### src/hdl/mlpb_pkg.sv
// Shared types, constants and arithmetic helpers for the perceptron trainer.
// Used by mlpb_ctrl, mlpb_dp and the top level; no dependencies.
`default_nettype none
package mlpb_pkg;

  localparam logic [1:0] OP_QUERY  = 2'd0;
  localparam logic [1:0] OP_TRAIN  = 2'd1;
  localparam logic [1:0] OP_REINIT = 2'd2;

  localparam logic [15:0] LFSR_MASK = 16'hB400;
  localparam int OUT_W = 24;
  localparam logic [63:0] EXP_STEP_Q30 = 64'd1040706261;

  typedef logic [12:0] sig_tab_t [256];

  typedef struct packed {
    logic lfsr_load;
    logic lfsr_step;
    logic fill_wr;
    logic fill_out;
    logic hid_rd;
    logic hid_sign;
    logic hid_first;
    logic hid_last;
    logic hid_upd;
    logic out_rd;
    logic out_first;
    logic out_bias;
    logic prob;
    logic e1;
    logic e2;
    logic e3;
    logic u1;
    logic u2;
    logic u3;
    logic u4;
    logic u5;
    logic ubias;
    logic step_rd;
    logic step_ld;
    logic res_clr;
    logic out_ld;
    logic want;
  } cmd_t;

  function automatic logic [63:0] udiv64(logic [63:0] num, logic [63:0] den);
    logic [63:0] q;
    logic [64:0] r;
    q = '0;
    r = '0;
    for (int b = 63; b >= 0; b--) begin
      r = {r[63:0], num[b]};
      if (r >= {1'b0, den}) begin
        r = r - {1'b0, den};
        q[b] = 1'b1;
      end
    end
    return q;
  endfunction

  function automatic sig_tab_t build_sig_table();
    sig_tab_t t;
    logic [63:0] one;
    logic [63:0] r2;
    logic [63:0] p;
    logic [63:0] neg;
    int k;
    one = 64'd1 << 30;
    r2 = (EXP_STEP_Q30 * EXP_STEP_Q30 + (64'd1 << 29)) >> 30;
    p = EXP_STEP_Q30;
    for (int m = 1; m < 256; m += 2) begin
      k = (255 - m) / 2;
      neg = udiv64(64'd4096 * p + ((one + p) >> 1), one + p);
      t[k] = neg[12:0];
      t[255 - k] = 13'(64'd4096 - neg);
      p = (p * r2 + (64'd1 << 29)) >> 30;
    end
    return t;
  endfunction

  localparam sig_tab_t SIG_TABLE = build_sig_table();

  function automatic logic [12:0] sig_q12(logic signed [63:0] z);
    logic signed [15:0] c;
    if (z > 64'sd32767) c = 16'sh7FFF;
    else if (z < -64'sd32768) c = 16'sh8000;
    else c = z[15:0];
    return SIG_TABLE[{~c[15], c[14:8]}];
  endfunction

  function automatic logic signed [63:0] rnd_shift(logic signed [63:0] x, int n);
    return (x + (64'sd1 <<< (n - 1))) >>> n;
  endfunction

  function automatic logic signed [15:0] sat16(logic signed [63:0] v);
    if (v > 64'sd32767) return 16'sh7FFF;
    if (v < -64'sd32768) return 16'sh8000;
    return v[15:0];
  endfunction

endpackage
`default_nettype wire

### src/hdl/mlpb_ctrl.sv
// Sequencer: walks refill, forward pass and training update over the weights.
// Issues cmd_t and addresses to mlpb_dp; uses mlpb_pkg.
`default_nettype none
module mlpb_ctrl
  import mlpb_pkg::*;
#(
  parameter int N = 16
) (
  input  wire logic                         clk,
  input  wire logic                         rst,
  input  wire logic                         s_tvalid,
  output logic                              s_tready,
  input  wire logic [N-1:0]                 in_bits,
  input  wire logic                         in_want,
  input  wire logic [1:0]                   in_op,
  output logic                              m_tvalid,
  input  wire logic                         m_tready,
  output cmd_t                              cmd,
  output logic      [$clog2(N*(N+1))-1:0]   haddr,
  output logic      [$clog2(N+1)-1:0]       oaddr
);

  localparam int RL = N + 1;
  localparam int HD = N * RL;
  localparam int HA_W = $clog2(HD);
  localparam int OA_W = $clog2(RL);
  localparam int NI_W = $clog2(N);
  localparam int TOT = RL + HD;
  localparam int WI_W = $clog2(TOT);

  typedef enum logic [4:0] {
    S_FILL_LOAD, S_FILL, S_IDLE, S_HID, S_OUT, S_ZWAIT, S_PROB, S_E1, S_E2, S_E3,
    S_UOUT, S_UBIAS, S_UROW, S_UHID, S_DONE, S_SHOW
  } state_t;

  state_t state, state_next;
  cmd_t cmd_next;
  logic [HA_W-1:0] haddr_next;
  logic [OA_W-1:0] oaddr_next;
  logic [HA_W-1:0] k, k_next;
  logic [OA_W-1:0] i, i_next;
  logic [OA_W-1:0] j, j_next;
  logic [WI_W-1:0] widx, widx_next;
  logic [3:0] c, c_next;
  logic [N-1:0] bits;
  logic [1:0] op;
  logic want;
  logic boot;
  logic accept;
  logic sign;

  assign accept = s_tvalid && s_tready;
  assign sign = (i == OA_W'(N)) || bits[i[NI_W-1:0]];

  always_comb begin
    state_next = state;
    cmd_next = '0;
    cmd_next.want = want;
    haddr_next = haddr;
    oaddr_next = oaddr;
    k_next = k;
    i_next = i;
    j_next = j;
    widx_next = widx;
    c_next = c;
    case (state)
      S_FILL_LOAD: begin
        cmd_next.lfsr_load = 1'b1;
        widx_next = '0;
        c_next = '0;
        state_next = S_FILL;
      end
      S_FILL: begin
        cmd_next.lfsr_step = 1'b1;
        c_next = c + 4'd1;
        if (c == 4'd15) begin
          cmd_next.fill_wr = 1'b1;
          if (widx < WI_W'(RL)) begin
            cmd_next.fill_out = 1'b1;
            oaddr_next = OA_W'(widx);
          end else begin
            haddr_next = HA_W'(widx - WI_W'(RL));
          end
          if (widx == WI_W'(TOT - 1)) state_next = boot ? S_IDLE : S_DONE;
          else widx_next = widx + 1'b1;
        end
      end
      S_IDLE: begin
        if (accept) begin
          cmd_next.res_clr = 1'b1;
          k_next = '0;
          i_next = '0;
          j_next = '0;
          if (in_op == OP_QUERY || in_op == OP_TRAIN) state_next = S_HID;
          else if (in_op == OP_REINIT) state_next = S_FILL_LOAD;
          else state_next = S_DONE;
        end
      end
      S_HID, S_UHID: begin
        cmd_next.hid_rd = 1'b1;
        cmd_next.hid_upd = (state == S_UHID);
        cmd_next.hid_sign = sign;
        cmd_next.hid_first = (i == '0);
        cmd_next.hid_last = (i == OA_W'(N));
        haddr_next = k;
        oaddr_next = j;
        k_next = k + 1'b1;
        if (i == OA_W'(N)) begin
          i_next = '0;
          j_next = j + 1'b1;
          if (state == S_UHID) begin
            c_next = '0;
            state_next = (j == OA_W'(N - 1)) ? S_DONE : S_UROW;
          end
        end else begin
          i_next = i + 1'b1;
        end
        if (state == S_HID && k == HA_W'(HD - 1)) begin
          j_next = '0;
          state_next = S_OUT;
        end
      end
      S_OUT: begin
        cmd_next.out_rd = 1'b1;
        cmd_next.out_first = (j == '0);
        cmd_next.out_bias = (j == OA_W'(N));
        oaddr_next = j;
        c_next = '0;
        if (j == OA_W'(N)) state_next = S_ZWAIT;
        else j_next = j + 1'b1;
      end
      S_ZWAIT: begin
        c_next = c + 4'd1;
        if (c == 4'd2) state_next = S_PROB;
      end
      S_PROB: begin
        cmd_next.prob = 1'b1;
        state_next = (op == OP_TRAIN) ? S_E1 : S_DONE;
      end
      S_E1: begin
        cmd_next.e1 = 1'b1;
        state_next = S_E2;
      end
      S_E2: begin
        cmd_next.e2 = 1'b1;
        state_next = S_E3;
      end
      S_E3: begin
        cmd_next.e3 = 1'b1;
        j_next = '0;
        c_next = '0;
        state_next = S_UOUT;
      end
      S_UOUT: begin
        oaddr_next = j;
        c_next = c + 4'd1;
        case (c)
          4'd0: cmd_next.out_rd = 1'b1;
          4'd1: cmd_next.u1 = 1'b1;
          4'd2: cmd_next.u2 = 1'b1;
          4'd3: cmd_next.u3 = 1'b1;
          4'd4: cmd_next.u4 = 1'b1;
          default: begin
            cmd_next.u5 = 1'b1;
            c_next = '0;
            j_next = j + 1'b1;
            if (j == OA_W'(N - 1)) state_next = S_UBIAS;
          end
        endcase
      end
      S_UBIAS: begin
        oaddr_next = j;
        c_next = c + 4'd1;
        if (c == 4'd0) begin
          cmd_next.out_rd = 1'b1;
        end else begin
          cmd_next.ubias = 1'b1;
          j_next = '0;
          k_next = '0;
          i_next = '0;
          c_next = '0;
          state_next = S_UROW;
        end
      end
      S_UROW: begin
        oaddr_next = j;
        c_next = c + 4'd1;
        if (c == 4'd0) begin
          cmd_next.step_rd = 1'b1;
        end else begin
          cmd_next.step_ld = 1'b1;
          i_next = '0;
          state_next = S_UHID;
        end
      end
      S_DONE: begin
        if (!m_tvalid) begin
          cmd_next.out_ld = 1'b1;
          state_next = S_SHOW;
        end
      end
      S_SHOW: state_next = S_IDLE;
      default: state_next = S_IDLE;
    endcase
  end

  always_ff @(posedge clk) begin
    if (rst) begin
      state <= S_FILL_LOAD;
      boot <= 1'b1;
      s_tready <= 1'b0;
      m_tvalid <= 1'b0;
      cmd <= '0;
      k <= '0;
      i <= '0;
      j <= '0;
      widx <= '0;
      c <= '0;
    end else begin
      state <= state_next;
      cmd <= cmd_next;
      haddr <= haddr_next;
      oaddr <= oaddr_next;
      k <= k_next;
      i <= i_next;
      j <= j_next;
      widx <= widx_next;
      c <= c_next;
      s_tready <= (state_next == S_IDLE);
      if (state == S_FILL && state_next != S_FILL) boot <= 1'b0;
      if (state == S_SHOW) m_tvalid <= 1'b1;
      else if (m_tvalid && m_tready) m_tvalid <= 1'b0;
      if (accept) begin
        bits <= in_bits;
        op <= in_op;
        want <= in_want;
      end
    end
  end

  a_ready_idle: assert property (@(posedge clk) disable iff (rst)
    s_tready |-> state == S_IDLE) else $error("ready outside idle");
  a_one_item: assert property (@(posedge clk) disable iff (rst)
    accept |=> !s_tready) else $error("second item taken while busy");
  a_valid_load: assert property (@(posedge clk) disable iff (rst)
    $rose(m_tvalid) |-> $past(cmd.out_ld)) else $error("result shown without load");
  a_fill_step: assert property (@(posedge clk) disable iff (rst)
    cmd.fill_wr |-> cmd.lfsr_step) else $error("weight written off the LFSR draw");
  a_load_empty: assert property (@(posedge clk) disable iff (rst)
    cmd.out_ld |-> !m_tvalid) else $error("output register overwritten");

endmodule
`default_nettype wire

### config.mk
export PLATFORM = sky130hd
export DESIGN_NAME = mlpb_ctrl
export DESIGN_NICKNAME = d
export VERILOG_FILES = /design/src/hdl/mlpb_pkg.sv /design/src/hdl/mlpb_ctrl.sv
export SDC_FILE = /design/constraint.sdc
export NUM_CORES = 1
export LEC_CHECK = 0
export ABC_AREA = 1
export CAP_MARGIN = 20
export CORE_ASPECT_RATIO = 0.8
export CORE_MARGIN = 2
export CORE_UTILIZATION = 55
export CTS_BUF_LIST = sky130_fd_sc_hd__clkbuf_8
export DETAILED_ROUTE_END_ITERATION = 6
export DONT_BUFFER_PORTS = 1
export PLACE_DENSITY = 0.7
export SLEW_MARGIN = 5
export SYNTH_ARGS = -nofsm -noshare
export SYNTH_HDL_FRONTEND = slang
export SYNTH_SLANG_ARGS = --single-unit
### constraint.sdc
create_clock -name clk -period 5.1 [get_ports clk]
set_input_delay 1.275 -clock clk [delete_from_list [all_inputs] [get_ports clk]]
set_output_delay 1.275 -clock clk [all_outputs]
set_load 0.02 [all_outputs]
# Word level (Yosys, flattened, before mapping)
# Index checks and enable logic that the tools add are counted.
# word_totals
word_cells,212
regBits,100
input_bits,23
out_inout_bits,43
# classes
addsub,6
n_lt_le_gt_ge,2
eq_ne,42
muxes,68
bitwise_logic,10
n_reduce_logical,43
# op_table
operator,count
5-bit 2-to-1 mux,24
5-bit case mux with 14 select lines,1
9-bit 2-to-1 mux,6
"5-bit by 4-bit equality test with 1-bit output, second input constant",9
9-bit case mux with 2 select lines,2
5-bit case mux with 6 select lines,1
4-bit 2-to-1 mux,7
9-bit case mux with 3 select lines,1
"2-bit inequality test, second input constant",11
2-bit OR reduction,11
"5-bit by 3-bit equality test with 1-bit output, second input constant",4
4-bit case mux with 5 select lines,1
"9-bit by 1-bit adder with 9-bit output, second input constant",2
"9-bit equality test, second input constant",2
1-bit 2-to-1 mux,18
"5-bit by 2-bit equality test with 1-bit output, second input constant",3
5-bit zero test,3
5-bit case mux with 3 select lines,1
3-bit AND reduction,4
"5-bit by 1-bit adder with 5-bit output, second input constant",2
"5-bit equality test, second input constant",2
1-bit inverter,10
5-bit case mux with 2 select lines,1
"9-bit by 5-bit less-than comparator with 1-bit output, second input constant",1
other kinds (30),44

# Depth between registers and ports, before layout
# logic_depth
ltp_word,8
ltp_mapped,13
depth_no_buf,13

# Worst setup path after synthesis
# OpenSTA, ideal clock, no wires.
# synth_path
path_kind,input port to flip-flop
start,input rst
end,"register bits[0], enable pin"
slack_ns,2.172
arrival_time_ns,2.534
setup_time_ns,0.395
t_required_ns,4.705
path_buffers,2
cell_stages,3
path_cell_list,clkbuf_1 > buf_1 > nor2_1
# synth_via
elab_chain_cells,2
# synth_rtl
element,line,source
from (decl),mlpb_ctrl.sv:10,"input wire logic rst,"
1-bit inverter (no line),-,
2-bit AND reduction (no line),-,
to (signal assigned),mlpb_ctrl.sv:234,bits <= in_bits;
to (decl),mlpb_ctrl.sv:45,logic [N-1:0] bits;
# Every way passes these cells.
# A chain may end at the register's enable or synchronous reset.

# Final worst setup path
# layout_path
start,register state[1]
end,"register haddr[3], enable pin"
# layout_via
elab_chain_cells,4
word_cells_on_any_way,8
classes_between,5 x eq/ne; 3 x reduce/logical
# layout_rtl
element,line,source
from (decl),mlpb_ctrl.sv:36,"state_t state, state_next;"
from (signal assigned),mlpb_ctrl.sv:220,state <= state_next;
5-bit by 4-bit equality test with 1-bit output or 5-bit by 2-bit equality test with 1-bit output (tied branches),mlpb_ctrl.sv:66,case (state)
2-bit OR reduction,mlpb_ctrl.sv:66,
2-bit nonzero test (no line),-,
4-bit AND reduction (no line) *,-,
to (signal assigned),mlpb_ctrl.sv:222,haddr <= haddr_next;
to (decl),mlpb_ctrl.sv:19,"output logic [$clog2(N*(N+1))-1:0] haddr,"
# Every way passes the cells marked *; elsewhere a longest branch is shown, timed or not.

==> results.py <==
metrics = {
    "layout": {
        "layout.cells.most_common_list": "129 x nand2_1, 101 x nor2_1, 67 x dfxtp_1, 61 x inv_1, 50 x nand3_1",
        "final_layout_size_suffix_gt1_frac": 0.118,
        "commonest_non_fill_non_tap_cell_in_the_layout": "nand2_1",
        "layout.cells.non_filler": 765,
        "finalNetCount": 681,
        "area_growth_syn_to_layout_pct": 5.19,
        "count_of_fill_cells_added_during_filler_insertion": 866,
        "antenna_cells": 0,
    },
    "die": {
        "dieHeight_um": 90.0,
        "io_pins": 66,
        "coreArea_mm2": 0.00900,
        "initial_core_util": 0.565,
        "floorplan.die.width_um": 111,
        "placement_rows": 31,
        "design.die.area_mm2": 0.0100,
    },
    "cts": {
        "cts_buffer_depth": 2,
        "cts_buffers": 9,
        "clk_latency_ns": 0.39,
        "cts_resized": 0,
        "clkSinkCount": 100,
        "ctsRootBufferMaster": "clkbuf_8",
        "cts_post_setup_buffers_inserted": 0,
        "cts.clk_slew.worst_paths_ns": 0.11,
        "cts_hold_buffers": 0,
        "cts-htree-levels": 3,
        "tritoncts": "built",
    },
    "drt": {
        "via_count": 4258,
        "detailroute.wirelength.met2_mm": 5.41,
        "detail_route.wl_per_cell_um": 15.9,
        "met3WireLength_um": 795,
        "first_iter_violations": 357,
        "routedLengthMet1_mm": 5.81,
        "routed.top_layer": "met4",
        "ant_nets": 0,
        "dr.pass1.iters": 5,
        "post_drt_via_cell_ratio": 5.57,
        "detail_route.wirelength_mm": 12.1,
        "drc_errors": 0,
    },
    "place": {
        "io_buffer_count": 0,
        "dpl.hpwl_mm": 9.19,
        "routabilityCongestion": 0.937,
        "post-place-ws_ns": 2.46,
        "post-place-cells": 749,
    },
    "logic_synthesis": {
        "post_synth_num_cell_types": 46,
        "synth-main-ff-cell": "dfxtp_1",
        "synth_sequential_area_ratio": 0.459,
        "synth.ff_latch_count": 100,
        "syn_area_per_cell_um2": 7.84,
        "synthesis.area_mm2": 0.00508,
        "ys_warn_count": 0,
        "number_of_flops_mapped_to_enable_cells_by_yosys": 33,
        "synthesis.nets": 684,
        "synthesis.instances": 648,
        "ys_async_sr_fraction": 0,
    },
    "timing": {
        "finalHoldViolations": 0,
        "fin_worst_skew_ns": 0.0127,
        "worst_slew_pin_slew_ns": 0.893,
        "clock.fmax_mhz": 378,
        "setup_total_negative_slack_ns": 0,
        "final.period_utilization": 0.519,
        "worst_case_hold_slack_ns": 0.466,
        "setup_ws_ns": 2.45,
        "total_of_endpoints_with_negative_setup_slack_in_the_final_report": 0,
        "final-max-slew-violation-count": 0,
        "max_slew_margin": 0.404,
        "grt_setup_unrepaired": "false",
        "timing.final.crit_period_ns": 2.65,
    },
    "setup_path": {
        "crit_path_max_fanout": 16,
        "worstSetupStartpointType": "register",
        "path_cells": "nand2_2 -> inv_2 -> nand3_4 -> nand2_4 -> inv_2 -> nor2_2 -> inv_2 -> a21oi_1",
        "criticalPathCategory": "reg -> reg",
        "cp_slowest_stage_delay_ns": 0.71,
        "critical_path.slowest_cell": "a21oi_1",
        "cp.arrival_ns": 2.66,
        "worst_ep_required_time_ns": 5.12,
        "setup.worst_path.end_class": "register",
        "critical-path-top-cell-by-count": "inv_2",
    },
    "global_route": {
        "first_pass_grt_wire_length_mm": 20.1,
        "pin_count_of_the_biggest_net_entering_global_routing": 39,
        "initial_antenna_violation_count": 0,
        "global_route.usage.total": 0.250,
        "grt_pass1_vias": 4043,
        "gr-total-overflow": 0,
    },
    "pwr": {
        "irDropWorstVdd_v": 0.000185,
        "power.density_cell_area_mw_per_mm2": 275,
        "post_layout_total_power_uw": 1470,
        "power_leakage_uw": 0.00219,
    },
    "job": {
        "max_cap_viol_count": 0,
    },
    "worst_hold_path": {
        "worst_hold_path_type": "reg -> reg",
    },
    "status": {
        "outcome": "complete, no violations",
    },
}
==> power breakdown <==
group	total [uW]	internal [uW]	switching, uW	leakage (uW)
Clock	494	191	303	0.0000958
Combinational	118	34.7	83.5	0.00126
Sequential	856	838	18.7	0.000833
==> cell usage after synthesis (3+ instances only) <==
library cell	instances	share of area
a21oi_1	24	0.024
a31oi_1	3	0.0037
buf_2	3	0.0030
buf_4	3	0.0044
clkbuf_1	6	0.0044
dfxtp_1	67	0.26
edfxtp_1	33	0.19
ha_1	13	0.032
inv_1	61	0.045
inv_2	13	0.0096
nand2_1	129	0.095
nand2_2	7	0.0086
nand2_4	4	0.0089
nand3_1	50	0.049
nand3_2	4	0.0079
nand4_1	12	0.015
nor2_1	101	0.075
nor2_2	9	0.011
nor2_4	8	0.018
nor3_1	15	0.015
nor3b_2	3	0.0074
o21ai_0	32	0.032
o21ai_1	5	0.0049
o21ai_2	5	0.0086
o221ai_1	4	0.0069
or2_2	4	0.0049
xor2_1	7	0.012
==> per-layer routing <==
metal  GRT usage  vias to the layer above
met4      0.0463                        0
met1       0.348                     1986
met2       0.389                      144
met3      0.0802                       15
li1            -                     2113
met5           0                        -
==> worst max-delay path: cells and delay by family, from the launching register on <==
| family | cells | cell delay [ns] |
|---|---|---|
| AOI/OAI and AO/OA | 1 | 0.71 |
| buffers and inverters | 3 | 0.39 |
| DFF | 1 | 0.57 |
| and+or+nand+nor | 4 | 0.61 |
==> flip-flops by register name (all words and copies together), names as in the netlist <==
signal and cells:
i 5, c 4, boot 1, haddr 9
state 5, m_tvalid 1, cmd 27, bits 16
widx 9, op 2, oaddr 5, j 5
k 9, s_tready 1, want 1
==> worst paths after layout <==
| kind | start | end | slack, ns | depth (start not counted) |
|---|---|---|---|---|
| worst max-delay path | state[1] | haddr[3] | 2.45 | 8 |
| worst min-delay path | i[4] | cmd[20] | 0.47 | 1 |
| worst max register to register | state[1] | haddr[3] | 2.45 | 8 |
| worst min register to register | i[4] | cmd[20] | 0.47 | 1 |
==> cell type report <==
type	count	area, um2	area share
clock buffers	9	124	0.0232
clock inverters	7	67.6	0.0126
inverters	75	282	0.0527
multi-input cells	458	2390	0.447
flip-flops and latches	100	2330	0.436
well taps	115	144	0.0269
repair buffers	1	7.51	0.00140
==> cells by family (layout without fill, tap and decap cells) <==
family / count (synthesis) / after routing / synth area share
other: 1 / 1 / 0.000738
adders and majority gates: 13 / 13 / 0.0320
DFF: 100 / 100 / 0.459
buffers and inverters: 90 / 92 / 0.0709
AOI/OAI and AO/OA: 81 / 81 / 0.0916
and+or+nand+nor: 355 / 355 / 0.332
xor gates and xnor gates: 8 / 8 / 0.0138
==> through the flow <==
stage	utilization	cell area, um2
global placement	0.573	5150
global route	0.594	5350
detailed placement	0.573	5150
CTS	0.594	5350
finish	0.594	5350
floorplan	-	5080
Note: power is estimated with default switching activity, not from simulation.
